[src/hw/rtl/mlhs_pkg.sv]
// Package for the mailbox link handshake sequencer.
// Holds shared widths, transfer sizes, action codes, register indexes,
// reset values and wifi status codes. No dependencies.
`timescale 1ns / 1ps

package mlhs_pkg;

    // Field widths
    localparam int ACTION_W = 2;
    localparam int BYTE_W   = 8;
    localparam int STATE_W  = 4;
    localparam int WIFI_W   = 2;
    localparam int CNT_W    = 16;
    localparam int CFG_IDX_W = 3;

    // Transfer sizes
    localparam int MAX_TRANSFER_DEF = 20;
    localparam int HEADER_BYTES     = 2;
    localparam int LEN_W_DEF        = $clog2(MAX_TRANSFER_DEF + 1);

    // Action codes
    localparam logic [ACTION_W-1:0] ACT_TICK   = 2'd0;
    localparam logic [ACTION_W-1:0] ACT_DONE   = 2'd1;
    localparam logic [ACTION_W-1:0] ACT_NOTIFY = 2'd2;

    // Configuration register indexes
    localparam logic [CFG_IDX_W-1:0] REG_MIN_PHASE    = 3'd0;
    localparam logic [CFG_IDX_W-1:0] REG_MAX_PHASE    = 3'd1;
    localparam logic [CFG_IDX_W-1:0] REG_IDLE_TIMEOUT = 3'd2;
    localparam logic [CFG_IDX_W-1:0] REG_POLL_CODE    = 3'd3;
    localparam logic [CFG_IDX_W-1:0] REG_SEND_IP_CODE = 3'd4;
    localparam logic [CFG_IDX_W-1:0] REG_IDLE_NOTIFY  = 3'd5;

    // Register reset values
    localparam logic [BYTE_W-1:0] RST_MIN_PHASE    = 8'd5;
    localparam logic [BYTE_W-1:0] RST_MAX_PHASE    = 8'd20;
    localparam logic [BYTE_W-1:0] RST_IDLE_TIMEOUT = 8'd20;
    localparam logic [BYTE_W-1:0] RST_POLL_CODE    = 8'h00;
    localparam logic [BYTE_W-1:0] RST_SEND_IP_CODE = 8'h01;
    localparam logic [BYTE_W-1:0] RST_IDLE_NOTIFY  = 8'h00;

    // Wifi status codes
    localparam logic [WIFI_W-1:0] WIFI_DOWN    = 2'd0;
    localparam logic [WIFI_W-1:0] WIFI_UP      = 2'd1;
    localparam logic [WIFI_W-1:0] WIFI_UP_ADDR = 2'd2;

endpackage

[src/hw/rtl/mlhs_item_if.sv]
// Input channel interface of the mailbox link handshake sequencer.
// Carries valid, ready and one input transaction; depends on mlhs_pkg.
`timescale 1ns / 1ps

interface mlhs_item_if;

    logic                            valid;
    logic                            ready;
    logic [mlhs_pkg::ACTION_W-1:0]   action;
    logic                            peer_mail;
    logic [mlhs_pkg::BYTE_W-1:0]     rx_type;
    logic [mlhs_pkg::BYTE_W-1:0]     rx_len;
    logic [mlhs_pkg::BYTE_W-1:0]     notify_type;

    modport source
    (
        output valid, action, peer_mail, rx_type, rx_len, notify_type,
        input  ready
    );

    modport sink
    (
        input  valid, action, peer_mail, rx_type, rx_len, notify_type,
        output ready
    );

endinterface

[src/hw/rtl/mlhs_result_if.sv]
// Result channel interface of the mailbox link handshake sequencer.
// Carries valid, ready and one result transaction; depends on mlhs_pkg.
`timescale 1ns / 1ps

interface mlhs_result_if #(
    parameter int LEN_W = mlhs_pkg::LEN_W_DEF
);

    logic                            valid;
    logic                            ready;
    logic [mlhs_pkg::STATE_W-1:0]    link_state;
    logic                            mail_out;
    logic                            arm_transfer;
    logic [LEN_W-1:0]                transfer_len;
    logic                            length_error;
    logic [mlhs_pkg::BYTE_W-1:0]     response_type;
    logic                            payload_done;
    logic [mlhs_pkg::BYTE_W-1:0]     command_type;
    logic [mlhs_pkg::WIFI_W-1:0]     wifi_status;
    logic [mlhs_pkg::CNT_W-1:0]      unexpected_done_count;
    logic [mlhs_pkg::CNT_W-1:0]      idle_timeout_count;

    modport source
    (
        output valid, link_state, mail_out, arm_transfer, transfer_len, length_error,
               response_type, payload_done, command_type, wifi_status,
               unexpected_done_count, idle_timeout_count,
        input  ready
    );

    modport sink
    (
        input  valid, link_state, mail_out, arm_transfer, transfer_len, length_error,
               response_type, payload_done, command_type, wifi_status,
               unexpected_done_count, idle_timeout_count,
        output ready
    );

endinterface

[src/hw/rtl/mailbox_link_handshake_sequencer_core.sv]
// Top level of the mailbox link handshake sequencer.
// Depends on mlhs_pkg, mlhs_item_if and mlhs_result_if.
`timescale 1ns / 1ps

// Accepts one transaction per clock while results are taken, and returns
// exactly one result transaction for each, in the cycle after acceptance.
// All link state is updated in the accepting cycle by a single pass of logic
// into the state registers, and the result lands in an output register; the
// input stays ready while that register is empty or is being drained, so the
// sustained rate is one transaction per clock. The wake pattern, header and
// payload handshake and error counters follow the configuration registers,
// which are to be written through cfg_we / cfg_index / cfg_data while the
// block is idle, a rule for the user that the block itself does not enforce;
// indexes past the last register are ignored. MAX_TRANSFER sets the largest
// payload accepted and the width of transfer_len.
module mailbox_link_handshake_sequencer_core #(
    parameter int MAX_TRANSFER = mlhs_pkg::MAX_TRANSFER_DEF
)
(
    input  logic                             clk,
    input  logic                             rst_n,
    input  logic                             cfg_we,
    input  logic [mlhs_pkg::CFG_IDX_W-1:0]   cfg_index,
    input  logic [mlhs_pkg::BYTE_W-1:0]      cfg_data,
    mlhs_item_if.sink                        item,
    mlhs_result_if.source                    result
);

    localparam int LEN_W = $clog2(MAX_TRANSFER + 1);
    localparam int BW    = mlhs_pkg::BYTE_W;
    localparam int SW    = mlhs_pkg::STATE_W;
    localparam int CW    = mlhs_pkg::CNT_W;

    // Link phase codes
    localparam logic [SW-1:0] PH_INVALID   = 4'd0;
    localparam logic [SW-1:0] PH_INIT      = 4'd1;
    localparam logic [SW-1:0] PH_UP1       = 4'd2;
    localparam logic [SW-1:0] PH_DOWN1     = 4'd3;
    localparam logic [SW-1:0] PH_UP2       = 4'd4;
    localparam logic [SW-1:0] PH_CONNECTED = 4'd5;
    localparam logic [SW-1:0] PH_HDR_BUSY  = 4'd6;
    localparam logic [SW-1:0] PH_HDR_DONE  = 4'd7;
    localparam logic [SW-1:0] PH_WAIT_PAY  = 4'd8;
    localparam logic [SW-1:0] PH_PAY_BUSY  = 4'd9;
    localparam logic [SW-1:0] PH_PAY_DONE  = 4'd10;
    localparam logic [SW-1:0] PH_WAIT_IDLE = 4'd11;

    localparam logic [BW-1:0]    TICK_MAX  = {BW{1'b1}};
    localparam logic [BW-1:0]    MAX_LEN   = BW'(MAX_TRANSFER);
    localparam logic [LEN_W-1:0] HDR_LEN   = LEN_W'(mlhs_pkg::HEADER_BYTES);

    // Configuration registers
    logic [BW-1:0] min_phase_reg;
    logic [BW-1:0] max_phase_reg;
    logic [BW-1:0] idle_timeout_reg;
    logic [BW-1:0] poll_code_reg;
    logic [BW-1:0] send_ip_code_reg;
    logic [BW-1:0] idle_notify_reg;

    // Link state
    logic [SW-1:0] phase_reg,          phase_next;
    logic [BW-1:0] tick_count_reg,     tick_count_next;
    logic [BW-1:0] header_type_reg,    header_type_next;
    logic [BW-1:0] header_len_reg,     header_len_next;
    logic [BW-1:0] pending_notify_reg, pending_notify_next;
    logic          address_seen_reg,   address_seen_next;
    logic          mail_level_reg,     mail_level_next;
    logic [CW-1:0] done_errors_reg,    done_errors_next;
    logic [CW-1:0] timeout_errors_reg, timeout_errors_next;

    // Per-transaction result terms
    logic             arm;
    logic [LEN_W-1:0] tlen;
    logic             lerr;
    logic [BW-1:0]    resp;
    logic             pdone;
    logic [BW-1:0]    cmd;
    logic [mlhs_pkg::WIFI_W-1:0] wifi;

    logic [BW-1:0] tick_inc;
    logic          wake_in_bounds;

    // Output register
    logic                        out_valid_reg;
    logic [SW-1:0]               out_state_reg;
    logic                        out_mail_reg;
    logic                        out_arm_reg;
    logic [LEN_W-1:0]            out_len_reg;
    logic                        out_lerr_reg;
    logic [BW-1:0]               out_resp_reg;
    logic                        out_pdone_reg;
    logic [BW-1:0]               out_cmd_reg;
    logic [mlhs_pkg::WIFI_W-1:0] out_wifi_reg;
    logic [CW-1:0]               out_done_cnt_reg;
    logic [CW-1:0]               out_tmo_cnt_reg;

    logic accept;

    // Take a new transaction whenever the output slot is free or draining
    assign item.ready = !out_valid_reg || result.ready;
    assign accept     = item.valid && item.ready;

    // Configuration writes
    always_ff @(posedge clk or negedge rst_n)
    begin
        if (!rst_n)
        begin
            min_phase_reg    <= mlhs_pkg::RST_MIN_PHASE;
            max_phase_reg    <= mlhs_pkg::RST_MAX_PHASE;
            idle_timeout_reg <= mlhs_pkg::RST_IDLE_TIMEOUT;
            poll_code_reg    <= mlhs_pkg::RST_POLL_CODE;
            send_ip_code_reg <= mlhs_pkg::RST_SEND_IP_CODE;
            idle_notify_reg  <= mlhs_pkg::RST_IDLE_NOTIFY;
        end
        else if (cfg_we)
        begin
            unique case (cfg_index)
                mlhs_pkg::REG_MIN_PHASE:    min_phase_reg    <= cfg_data;
                mlhs_pkg::REG_MAX_PHASE:    max_phase_reg    <= cfg_data;
                mlhs_pkg::REG_IDLE_TIMEOUT: idle_timeout_reg <= cfg_data;
                mlhs_pkg::REG_POLL_CODE:    poll_code_reg    <= cfg_data;
                mlhs_pkg::REG_SEND_IP_CODE: send_ip_code_reg <= cfg_data;
                mlhs_pkg::REG_IDLE_NOTIFY:  idle_notify_reg  <= cfg_data;
                default:                    ;
            endcase
        end
    end

    // Saturating tick increment and wake phase length check
    assign tick_inc       = (tick_count_reg == TICK_MAX) ? tick_count_reg
                                                         : tick_count_reg + 1'b1;
    assign wake_in_bounds = (tick_count_reg >= min_phase_reg) &&
                            (tick_count_reg <= max_phase_reg);

    // Next state and result for one transaction
    always_comb
    begin
        phase_next          = phase_reg;
        tick_count_next     = tick_count_reg;
        header_type_next    = header_type_reg;
        header_len_next     = header_len_reg;
        pending_notify_next = pending_notify_reg;
        address_seen_next   = address_seen_reg;
        mail_level_next     = mail_level_reg;
        done_errors_next    = done_errors_reg;
        timeout_errors_next = timeout_errors_reg;
        arm   = 1'b0;
        tlen  = '0;
        lerr  = 1'b0;
        resp  = '0;
        pdone = 1'b0;
        cmd   = '0;

        unique case (item.action)
            mlhs_pkg::ACT_TICK:
            begin
                unique case (phase_reg)
                    PH_INVALID:
                    begin
                        if (!item.peer_mail)
                        begin
                            phase_next = PH_INIT;
                        end
                    end
                    PH_INIT:
                    begin
                        if (item.peer_mail)
                        begin
                            phase_next      = PH_UP1;
                            tick_count_next = '0;
                        end
                    end
                    PH_UP1, PH_DOWN1, PH_UP2:
                    begin
                        // Count while the level holds, judge the phase when it flips
                        if (item.peer_mail == (phase_reg != PH_DOWN1))
                        begin
                            tick_count_next = tick_inc;
                        end
                        else
                        begin
                            tick_count_next = '0;
                            if (wake_in_bounds)
                            begin
                                phase_next = phase_reg + 1'b1;
                                if (phase_reg == PH_UP2)
                                begin
                                    mail_level_next = 1'b0;
                                end
                            end
                            else
                            begin
                                phase_next = PH_INIT;
                            end
                        end
                    end
                    PH_CONNECTED:
                    begin
                        if (item.peer_mail)
                        begin
                            arm             = 1'b1;
                            tlen            = HDR_LEN;
                            mail_level_next = 1'b1;
                            phase_next      = PH_HDR_BUSY;
                        end
                    end
                    PH_HDR_DONE:
                    begin
                        mail_level_next = 1'b0;
                        phase_next      = PH_WAIT_PAY;
                    end
                    PH_WAIT_PAY:
                    begin
                        if (item.peer_mail)
                        begin
                            if (header_len_reg > MAX_LEN)
                            begin
                                // Oversized payload: flag it and drop the link
                                lerr            = 1'b1;
                                phase_next      = PH_INVALID;
                                mail_level_next = 1'b0;
                                tick_count_next = '0;
                            end
                            else
                            begin
                                if (header_type_reg == poll_code_reg)
                                begin
                                    resp                = pending_notify_reg;
                                    pending_notify_next = idle_notify_reg;
                                end
                                arm             = 1'b1;
                                tlen            = LEN_W'(header_len_reg);
                                mail_level_next = 1'b1;
                                phase_next      = PH_PAY_BUSY;
                            end
                        end
                    end
                    PH_PAY_DONE:
                    begin
                        if (header_type_reg == send_ip_code_reg)
                        begin
                            address_seen_next = 1'b1;
                        end
                        pdone           = 1'b1;
                        cmd             = header_type_reg;
                        mail_level_next = 1'b0;
                        phase_next      = PH_WAIT_IDLE;
                        tick_count_next = '0;
                    end
                    PH_WAIT_IDLE:
                    begin
                        if (!item.peer_mail)
                        begin
                            phase_next      = PH_CONNECTED;
                            tick_count_next = '0;
                        end
                        else if (tick_inc > idle_timeout_reg)
                        begin
                            // Peer held the line too long
                            timeout_errors_next = timeout_errors_reg + 1'b1;
                            phase_next          = PH_INVALID;
                            mail_level_next     = 1'b0;
                            tick_count_next     = '0;
                        end
                        else
                        begin
                            tick_count_next = tick_inc;
                        end
                    end
                    default:
                    begin
                        // Transfers in progress ignore ticks
                    end
                endcase
            end
            mlhs_pkg::ACT_DONE:
            begin
                if (phase_reg == PH_HDR_BUSY)
                begin
                    header_type_next = item.rx_type;
                    header_len_next  = item.rx_len;
                    phase_next       = PH_HDR_DONE;
                end
                else if (phase_reg == PH_PAY_BUSY)
                begin
                    phase_next = PH_PAY_DONE;
                end
                else
                begin
                    // Transfer-done outside a transfer
                    done_errors_next = done_errors_reg + 1'b1;
                    phase_next       = PH_INVALID;
                    mail_level_next  = 1'b0;
                    tick_count_next  = '0;
                end
            end
            mlhs_pkg::ACT_NOTIFY:
            begin
                pending_notify_next = item.notify_type;
            end
            default:
            begin
                // Unknown action leaves the state alone
            end
        endcase

        if (phase_next < PH_CONNECTED)
        begin
            wifi = mlhs_pkg::WIFI_DOWN;
        end
        else if (address_seen_next)
        begin
            wifi = mlhs_pkg::WIFI_UP_ADDR;
        end
        else
        begin
            wifi = mlhs_pkg::WIFI_UP;
        end
    end

    // Link state registers
    always_ff @(posedge clk or negedge rst_n)
    begin
        if (!rst_n)
        begin
            phase_reg          <= PH_INVALID;
            tick_count_reg     <= '0;
            pending_notify_reg <= mlhs_pkg::RST_IDLE_NOTIFY;
            address_seen_reg   <= 1'b0;
            mail_level_reg     <= 1'b0;
            done_errors_reg    <= '0;
            timeout_errors_reg <= '0;
        end
        else if (accept)
        begin
            phase_reg          <= phase_next;
            tick_count_reg     <= tick_count_next;
            pending_notify_reg <= pending_notify_next;
            address_seen_reg   <= address_seen_next;
            mail_level_reg     <= mail_level_next;
            done_errors_reg    <= done_errors_next;
            timeout_errors_reg <= timeout_errors_next;
        end
    end

    // Header bytes are written before any read; no reset needed
    always_ff @(posedge clk)
    begin
        if (accept)
        begin
            header_type_reg <= header_type_next;
            header_len_reg  <= header_len_next;
        end
    end

    // Output valid: set on accept, drop when taken
    always_ff @(posedge clk or negedge rst_n)
    begin
        if (!rst_n)
        begin
            out_valid_reg <= 1'b0;
        end
        else if (accept)
        begin
            out_valid_reg <= 1'b1;
        end
        else if (result.ready)
        begin
            out_valid_reg <= 1'b0;
        end
    end

    // Output payload: load on accept, hold otherwise
    always_ff @(posedge clk)
    begin
        if (accept)
        begin
            out_state_reg    <= phase_next;
            out_mail_reg     <= mail_level_next;
            out_arm_reg      <= arm;
            out_len_reg      <= tlen;
            out_lerr_reg     <= lerr;
            out_resp_reg     <= resp;
            out_pdone_reg    <= pdone;
            out_cmd_reg      <= cmd;
            out_wifi_reg     <= wifi;
            out_done_cnt_reg <= done_errors_next;
            out_tmo_cnt_reg  <= timeout_errors_next;
        end
    end

    assign result.valid                 = out_valid_reg;
    assign result.link_state            = out_state_reg;
    assign result.mail_out              = out_mail_reg;
    assign result.arm_transfer          = out_arm_reg;
    assign result.transfer_len          = out_len_reg;
    assign result.length_error          = out_lerr_reg;
    assign result.response_type         = out_resp_reg;
    assign result.payload_done          = out_pdone_reg;
    assign result.command_type          = out_cmd_reg;
    assign result.wifi_status           = out_wifi_reg;
    assign result.unexpected_done_count = out_done_cnt_reg;
    assign result.idle_timeout_count    = out_tmo_cnt_reg;

endmodule

[src/flat_wrapper.sv]
// flat-port wrapper written by rule: the top's interface ports become plain ports
module mailbox_link_handshake_sequencer_core_flat 
#(
    parameter int MAX_TRANSFER = mlhs_pkg::MAX_TRANSFER_DEF
)
  (clk, rst_n, cfg_we, cfg_index, cfg_data, item_valid, item_action, item_peer_mail, item_rx_type, item_rx_len, item_notify_type, item_ready, result_valid, result_link_state, result_mail_out, result_arm_transfer, result_transfer_len, result_length_error, result_response_type, result_payload_done, result_command_type, result_wifi_status, result_unexpected_done_count, result_idle_timeout_count, result_ready);
  mlhs_item_if item_i ();
  mlhs_result_if #(.LEN_W((mlhs_pkg::LEN_W_DEF))) result_i ();
  input  logic clk;
  input  logic rst_n;
  input  logic cfg_we;
  input  logic [mlhs_pkg::CFG_IDX_W-1:0] cfg_index;
  input  logic [mlhs_pkg::BYTE_W-1:0] cfg_data;
  input wire logic [$bits(item_i.valid)-1:0] item_valid;
  input wire logic [$bits(item_i.action)-1:0] item_action;
  input wire logic [$bits(item_i.peer_mail)-1:0] item_peer_mail;
  input wire logic [$bits(item_i.rx_type)-1:0] item_rx_type;
  input wire logic [$bits(item_i.rx_len)-1:0] item_rx_len;
  input wire logic [$bits(item_i.notify_type)-1:0] item_notify_type;
  output wire logic [$bits(item_i.ready)-1:0] item_ready;
  output wire logic [$bits(result_i.valid)-1:0] result_valid;
  output wire logic [$bits(result_i.link_state)-1:0] result_link_state;
  output wire logic [$bits(result_i.mail_out)-1:0] result_mail_out;
  output wire logic [$bits(result_i.arm_transfer)-1:0] result_arm_transfer;
  output wire logic [$bits(result_i.transfer_len)-1:0] result_transfer_len;
  output wire logic [$bits(result_i.length_error)-1:0] result_length_error;
  output wire logic [$bits(result_i.response_type)-1:0] result_response_type;
  output wire logic [$bits(result_i.payload_done)-1:0] result_payload_done;
  output wire logic [$bits(result_i.command_type)-1:0] result_command_type;
  output wire logic [$bits(result_i.wifi_status)-1:0] result_wifi_status;
  output wire logic [$bits(result_i.unexpected_done_count)-1:0] result_unexpected_done_count;
  output wire logic [$bits(result_i.idle_timeout_count)-1:0] result_idle_timeout_count;
  input wire logic [$bits(result_i.ready)-1:0] result_ready;
  assign item_i.valid = item_valid;
  assign item_i.action = item_action;
  assign item_i.peer_mail = item_peer_mail;
  assign item_i.rx_type = item_rx_type;
  assign item_i.rx_len = item_rx_len;
  assign item_i.notify_type = item_notify_type;
  assign item_ready = item_i.ready;
  assign result_valid = result_i.valid;
  assign result_link_state = result_i.link_state;
  assign result_mail_out = result_i.mail_out;
  assign result_arm_transfer = result_i.arm_transfer;
  assign result_transfer_len = result_i.transfer_len;
  assign result_length_error = result_i.length_error;
  assign result_response_type = result_i.response_type;
  assign result_payload_done = result_i.payload_done;
  assign result_command_type = result_i.command_type;
  assign result_wifi_status = result_i.wifi_status;
  assign result_unexpected_done_count = result_i.unexpected_done_count;
  assign result_idle_timeout_count = result_i.idle_timeout_count;
  assign result_i.ready = result_ready;
  mailbox_link_handshake_sequencer_core #(.MAX_TRANSFER(MAX_TRANSFER)) u_core (.clk(clk), .rst_n(rst_n), .cfg_we(cfg_we), .cfg_index(cfg_index), .cfg_data(cfg_data), .item(item_i), .result(result_i));
endmodule
[config.mk]
export PLATFORM = sky130hd
export DESIGN_NAME = mailbox_link_handshake_sequencer_core_flat
export DESIGN_NICKNAME = d
export VERILOG_FILES = /design/src/hw/rtl/mlhs_pkg.sv /design/src/hw/rtl/mlhs_item_if.sv /design/src/hw/rtl/mlhs_result_if.sv /design/src/hw/rtl/mailbox_link_handshake_sequencer_core.sv /design/src/flat_wrapper.sv
export SDC_FILE = /design/constraint.sdc
export NUM_CORES = 1
export LEC_CHECK = 0
export CAP_MARGIN = 20
export CORE_UTILIZATION = 40
export CTS_BUF_LIST = sky130_fd_sc_hd__clkbuf_2
export DETAILED_ROUTE_END_ITERATION = 7
export DONT_BUFFER_PORTS = 1
export GPL_TIMING_DRIVEN = 0
export HOLD_SLACK_MARGIN = 0.03
export PLACE_DENSITY = 0.51
export RECOVER_POWER = 50
export SLEW_MARGIN = 20
export SYNTH_ARGS = -nofsm -noshare
export SYNTH_HDL_FRONTEND = slang
export SYNTH_SLANG_ARGS = --single-unit
[constraint.sdc]
create_clock -name clk -period 8.8 [get_ports clk]
set_input_delay 1.32 -clock clk [delete_from_list [all_inputs] [get_ports clk]]
set_output_delay 1.32 -clock clk [all_outputs]
set_load 0.05 [all_outputs]
# [Word-level counts from Yosys, hierarchy flattened]
# Index checks and enable logic that the tools add are counted.
[word_totals] register_bits=182
[op_classes] n_lt_le_gt_ge=5 muxes=63 reduce_logical=24 bitwise_logic=4 n_eq_ne=33 add_sub_neg=4
[ops] cell="16-bit two-way mux" n=7
[ops] cell="8-bit two-way mux" n=13
[ops] cell="4-bit two-way mux" n=11
[ops] cell="8-bit one-hot mux with 5 select lines" n=1
[ops] cell="16-bit by 1-bit adder with 16-bit output, second input constant" n=2
[ops] cell="4-bit one-hot mux with 8 select lines" n=1
[ops] cell="8-bit one-hot mux with 2 select lines" n=2
[ops] cell="1-bit two-way mux" n=19
[ops] cell="4-bit by 3-bit == test with 1-bit output, second input constant" n=4
[ops] cell="4-bit == test, second input constant" n=4
[ops] cell="8-bit == test" n=2
[ops] cell="2-bit AND reduction" n=7
[ops] cell="5-bit two-way mux" n=2
[ops] cell="2-bit != test, second input constant" n=5
[ops] cell="5-bit one-hot mux with 2 select lines" n=1
[ops] cell="8-bit by 1-bit adder with 8-bit output, second input constant" n=1
[ops] cell="4-bit by 2-bit == test with 1-bit output, second input constant" n=2
[ops] cell="8-bit == test, second input constant" n=1
[ops] cell="8-bit >= comparator" n=1
[ops] cell="8-bit by 5-bit greater-than comparator with 1-bit output, second input constant" n=1
[ops] cell="8-bit greater-than comparator" n=1
[ops] cell="8-bit <= comparator" n=1
[ops] cell="4-bit one-hot mux with 2 select lines" n=1
[ops] cell="8-bit AND reduction" n=1
[ops] cell="other kinds (30)" n=42

# [Longest topological paths before layout]
[logic_depth] depth_word=8 mapped_depth=17 mapped_depth_nobuf=16

# [Least setup slack after synthesis]
# OpenSTA, ideal clock, no wires.
[synth_path] kind="input-to-reg" from="input port result_ready" to="register u_core.header_len_reg[0], enable pin" setup_slack_ps=3643 path_buffers=1 required_time_ps=8426 arrival_time_ps=4783 stages=5 cell_sequence="nand2b_1 -> nand2_1 -> inv_1 -> buf_1 -> and3_1"
[synth_between] elab_chain_len=3
[synth_lines] item="from (decl)" line_no="flat_wrapper.sv:33" rtl="input wire logic [$bits(result_i.ready)-1:0] result_ready;"
[synth_lines] item="1-bit logical OR" line_no="mailbox_link_handshake_sequencer_core.sv:100" rtl="assign item.ready = !out_valid_reg || result.ready;"
[synth_lines] item="1-bit logical AND" line_no="mailbox_link_handshake_sequencer_core.sv:101" rtl="assign accept = item.valid && item.ready;"
[synth_lines] item="via u_core.accept" line_no="mailbox_link_handshake_sequencer_core.sv:97" rtl="logic accept;"
[synth_lines] item="3-bit AND reduction (no line)"
[synth_lines] item="to (signal assigned)" line_no="mailbox_link_handshake_sequencer_core.sv:352" rtl="header_len_reg <= header_len_next;"
[synth_lines] item="to (decl)" line_no="mailbox_link_handshake_sequencer_core.sv:64" rtl="logic [BW-1:0] header_len_reg, header_len_next;"
# The timed path passes the listed nets, and every way through them passes these cells.
# A chain may end at the register's enable or synchronous reset.

# [Worst setup path in the final report]
[layout_path] from="register u_core.out_valid_reg (netlist: u_core.result.valid)" to="register u_core.header_len_reg[2], enable pin"
[layout_between] elab_chain_len=4
[layout_lines] item="from (decl)" line_no="mailbox_link_handshake_sequencer_core.sv:84" rtl="logic out_valid_reg;"
[layout_lines] item="from (signal assigned)" line_no="mailbox_link_handshake_sequencer_core.sv:361" rtl="out_valid_reg <= 1'b0;"
[layout_lines] item="from (signal assigned)" line_no="mailbox_link_handshake_sequencer_core.sv:365" rtl="out_valid_reg <= 1'b1;"
[layout_lines] item="from (signal assigned)" line_no="mailbox_link_handshake_sequencer_core.sv:369" rtl="out_valid_reg <= 1'b0;"
[layout_lines] item="1-bit zero test" line_no="mailbox_link_handshake_sequencer_core.sv:100"
[layout_lines] item="1-bit logical OR" line_no="mailbox_link_handshake_sequencer_core.sv:100"
[layout_lines] item="via item_ready" line_no="flat_wrapper.sv:20" rtl="output wire logic [$bits(item_i.ready)-1:0] item_ready;"
[layout_lines] item="1-bit logical AND" line_no="mailbox_link_handshake_sequencer_core.sv:101"
[layout_lines] item="via u_core.accept" line_no="mailbox_link_handshake_sequencer_core.sv:97"
[layout_lines] item="3-bit AND reduction (no line)"
# The timed path passes the listed nets, and every way through them passes these cells.

==> reports/qor.yml <==
status: "finished with violations"
failed_checks: "max-capacitance violations, max-slew violations"
cts_max_level: 4
cp.required_ns: 9.20
synth_xor_area_frac: 0.0803
cts_buffer_depth: 2
drc: 0
routed_via_density: 5.33
rows: 53
die-area_mm2: 0.0227
synthCells: 795
async_reset_ff_frac: 0.566
post_cts_buffers: 0
critPathCapture: "u_core.header_len_reg[2]"
drtIter0Drc: 285
hold_class: "in -> async"
vias: 5891
antenna_found_initial: 2
fin_skew_ns: 0.0356
drv_cap: 2
yosys_warnings: 0
critPathMaxFanout: 32
min_period_over_period: 0.526
worstReg2RegEnd: "u_core.header_len_reg[2]"
p_leak_nw: 3.88
first_pass_iters: 5
grt_overflow: 0
clock-root-buffer: "clkbuf_2"
synth_seq_cells: 182
syn_nets: 869
gp_congestion: 0.888
final_nets: 890
r2r_cells: 6
rrSetupSlack_ns: 4.17
final_common_cell: "nand2_1"
insertion_delay_ns: 0.75
nFillCells: 2028
path_class: "reg -> reg"
wl_um: 20400
portBuffers: 0
tightest_slew_ns: 1.80
dp_hpwl_um: 14900
io_pins: 108
slew_viol_final: 70
synth.area.mux_share: 0.0497
layout-drive-gt1-share: 0.103
synth-main-ff-cell: "dfrtp_1"
setup_viol: 0
syn_to_final_growth_pct: 6.42
multi_input_area_mm2: 0.00362
die_height_um: 151
vdd_ir_drop_max_v: 0.0000841
grt_pass1_vias: 5955
dieWidth_um: 151
numCtsBuffers: 17
setup.worst_path.end_class: "flop"
relSlewSlack: -0.200
clock_sinks: 182
seq_area_mm2: 0.00496
dp_cells: 1072
ctsHoldBuffers: 0
rsz0062_at_grt: "no"
ys_types: 61
hold_violations: 0
drtAntennaViolNets: 0
setup.worst_path.start_class: "flop"
start_util: 0.414
cts_tree: "yes"
netlist_area_mm2: 0.00883
stdcell_count: 1106
grt_max_degree: 104
final.min_clock_period_ns: 4.63
p_per_area_mw_per_mm2: 204
grt_pass1_wl_um: 32800
avgSynthCellArea_um2: 11.1
yosysSeqAreaShare: 0.561
post_drt_wl_per_cell_um: 18.4
startpoint: "u_core.result.valid"
synth_compound_area_frac: 0.0809
layout_common_cells: "nand2_1 (104), dfrtp_1 (96), edfxtp_1 (79)"
crit_arrival_ns: 5.03
grt_usage: 0.193
fmax_mhz: 216
whs_ns: 0.212
cts_resized: 0
synth_top_family_by_area: "simple AND/OR/NAND/NOR gates"
core_area_mm2: 0.0214
synth-edff-count: 79
r2r-start: "u_core.result.valid"
synthAdderAreaFrac: 0.0439
setup_tns_ns: 0
clkTransAtPathRegs_ns: 0.28
yosys.area_share.simple: 0.156
-- where the power goes --
part | switching [mW] | total, mW | leakage (nW) | internal, mW
logic | 0.234 | 0.389 | 1.66 | 0.155
clock network | 0.301 | 0.409 | 0.141 | 0.108
registers | 0.125 | 1.12 | 2.08 | 0.992
-- kinds of logic after synthesis --
| logic type | after synthesis |
|---|---|
| adders and majority gates | 31 |
| AOI/OAI and AO/OA | 117 |
| buffers and inverters | 63 |
| and+or+nand+nor | 281 |
| xor gates and xnor gates | 81 |
| DFF | 182 |
| muxes | 40 |
-- synthesized netlist by cell type, drive strengths merged (5+ instances only) --
cell type | count | share of area
a21oi | 22 | 0.012
and2 | 20 | 0.014
and3 | 14 | 0.0099
buf | 7 | 0.0042
clkbuf | 22 | 0.0094
dfrtp | 96 | 0.27
dfstp | 7 | 0.021
edfxtp | 79 | 0.27
ha | 31 | 0.044
inv | 33 | 0.014
mux2 | 31 | 0.040
mux2i | 9 | 0.010
nand2 | 104 | 0.044
nand2b | 13 | 0.0092
nand3 | 21 | 0.012
nand4 | 12 | 0.0092
nor2 | 46 | 0.020
nor2b | 8 | 0.0057
nor3 | 22 | 0.012
o211ai | 6 | 0.0051
o21a | 5 | 0.0043
o21ai | 56 | 0.032
xnor2 | 45 | 0.045
xor2 | 36 | 0.036
-- layer usage --
metal  global-route usage  part of all wire  up-vias
met5                    0                 0        -
met4               0.0595             0.015        0
met3               0.0448             0.049       18
met2                0.314              0.48      153
met1                0.254              0.45     2901
li1                     -                 -     2819
-- through the flow --
| stage | instance area [um^2] | setup slack, ns | utilization | power (mW) |
|---|---|---|---|---|
| after floorplan | 8830 | 3.64 | - | 1.41 |
| final | 9400 | 4.17 | 0.440 | 1.92 |
| after CTS | 9440 | 4.85 | 0.442 | 1.94 |
| after global placement | 9180 | 2.18 | 0.430 | 1.52 |
| after global routing | 9400 | 3.75 | 0.440 | 2.03 |
| after detailed placement | 9220 | 4.66 | 0.432 | 1.53 |
-- worst min-delay path by stage --
| stage | from | endpoint | slack (ns) | depth (start not counted) |
|---|---|---|---|---|
| 2_1_floorplan | u_core.pending_notify_reg[0] | u_core.pending_notify_reg[0] | 0.44 | 2 |
| 4_1_cts | rst_n | u_core.done_errors_reg[13] | 0.10 | 0 |
| 3_5_place_dp | u_core.pending_notify_reg[6] | u_core.pending_notify_reg[6] | 0.46 | 2 |
| 5_1_grt | rst_n | u_core.max_phase_reg[3] | 0.09 | 0 |
| 3_3_place_gp | u_core.pending_notify_reg[6] | u_core.pending_notify_reg[6] | 0.46 | 2 |
| 6_report | rst_n | u_core.max_phase_reg[3] | 0.21 | 0 |
-- worst max-delay path, stage by stage, from the launching register on --
cell,delay (ns)
dfrtp_1,0.62
nand2b_1,0.53
nand2_1,0.34
inv_1,0.32
clkbuf_1,0.31
clkbuf_1,1.33
and3_1,0.83
-- layout make-up --
| class | instances | share of cell area |
|---|---|---|
| clock buffer | 18 | 0.00959 |
| sequential | 182 | 0.528 |
| antenna | 2 | 0.000533 |
| tap | 275 | 0.0366 |
| buffer | 29 | 0.0128 |
| clock inverter | 14 | 0.0134 |
| multi-input combinational | 550 | 0.385 |
| inverter | 34 | 0.0136 |
| timing repair buffer | 2 | 0.000799 |
Note: power is estimated with default switching activity, not from simulation.
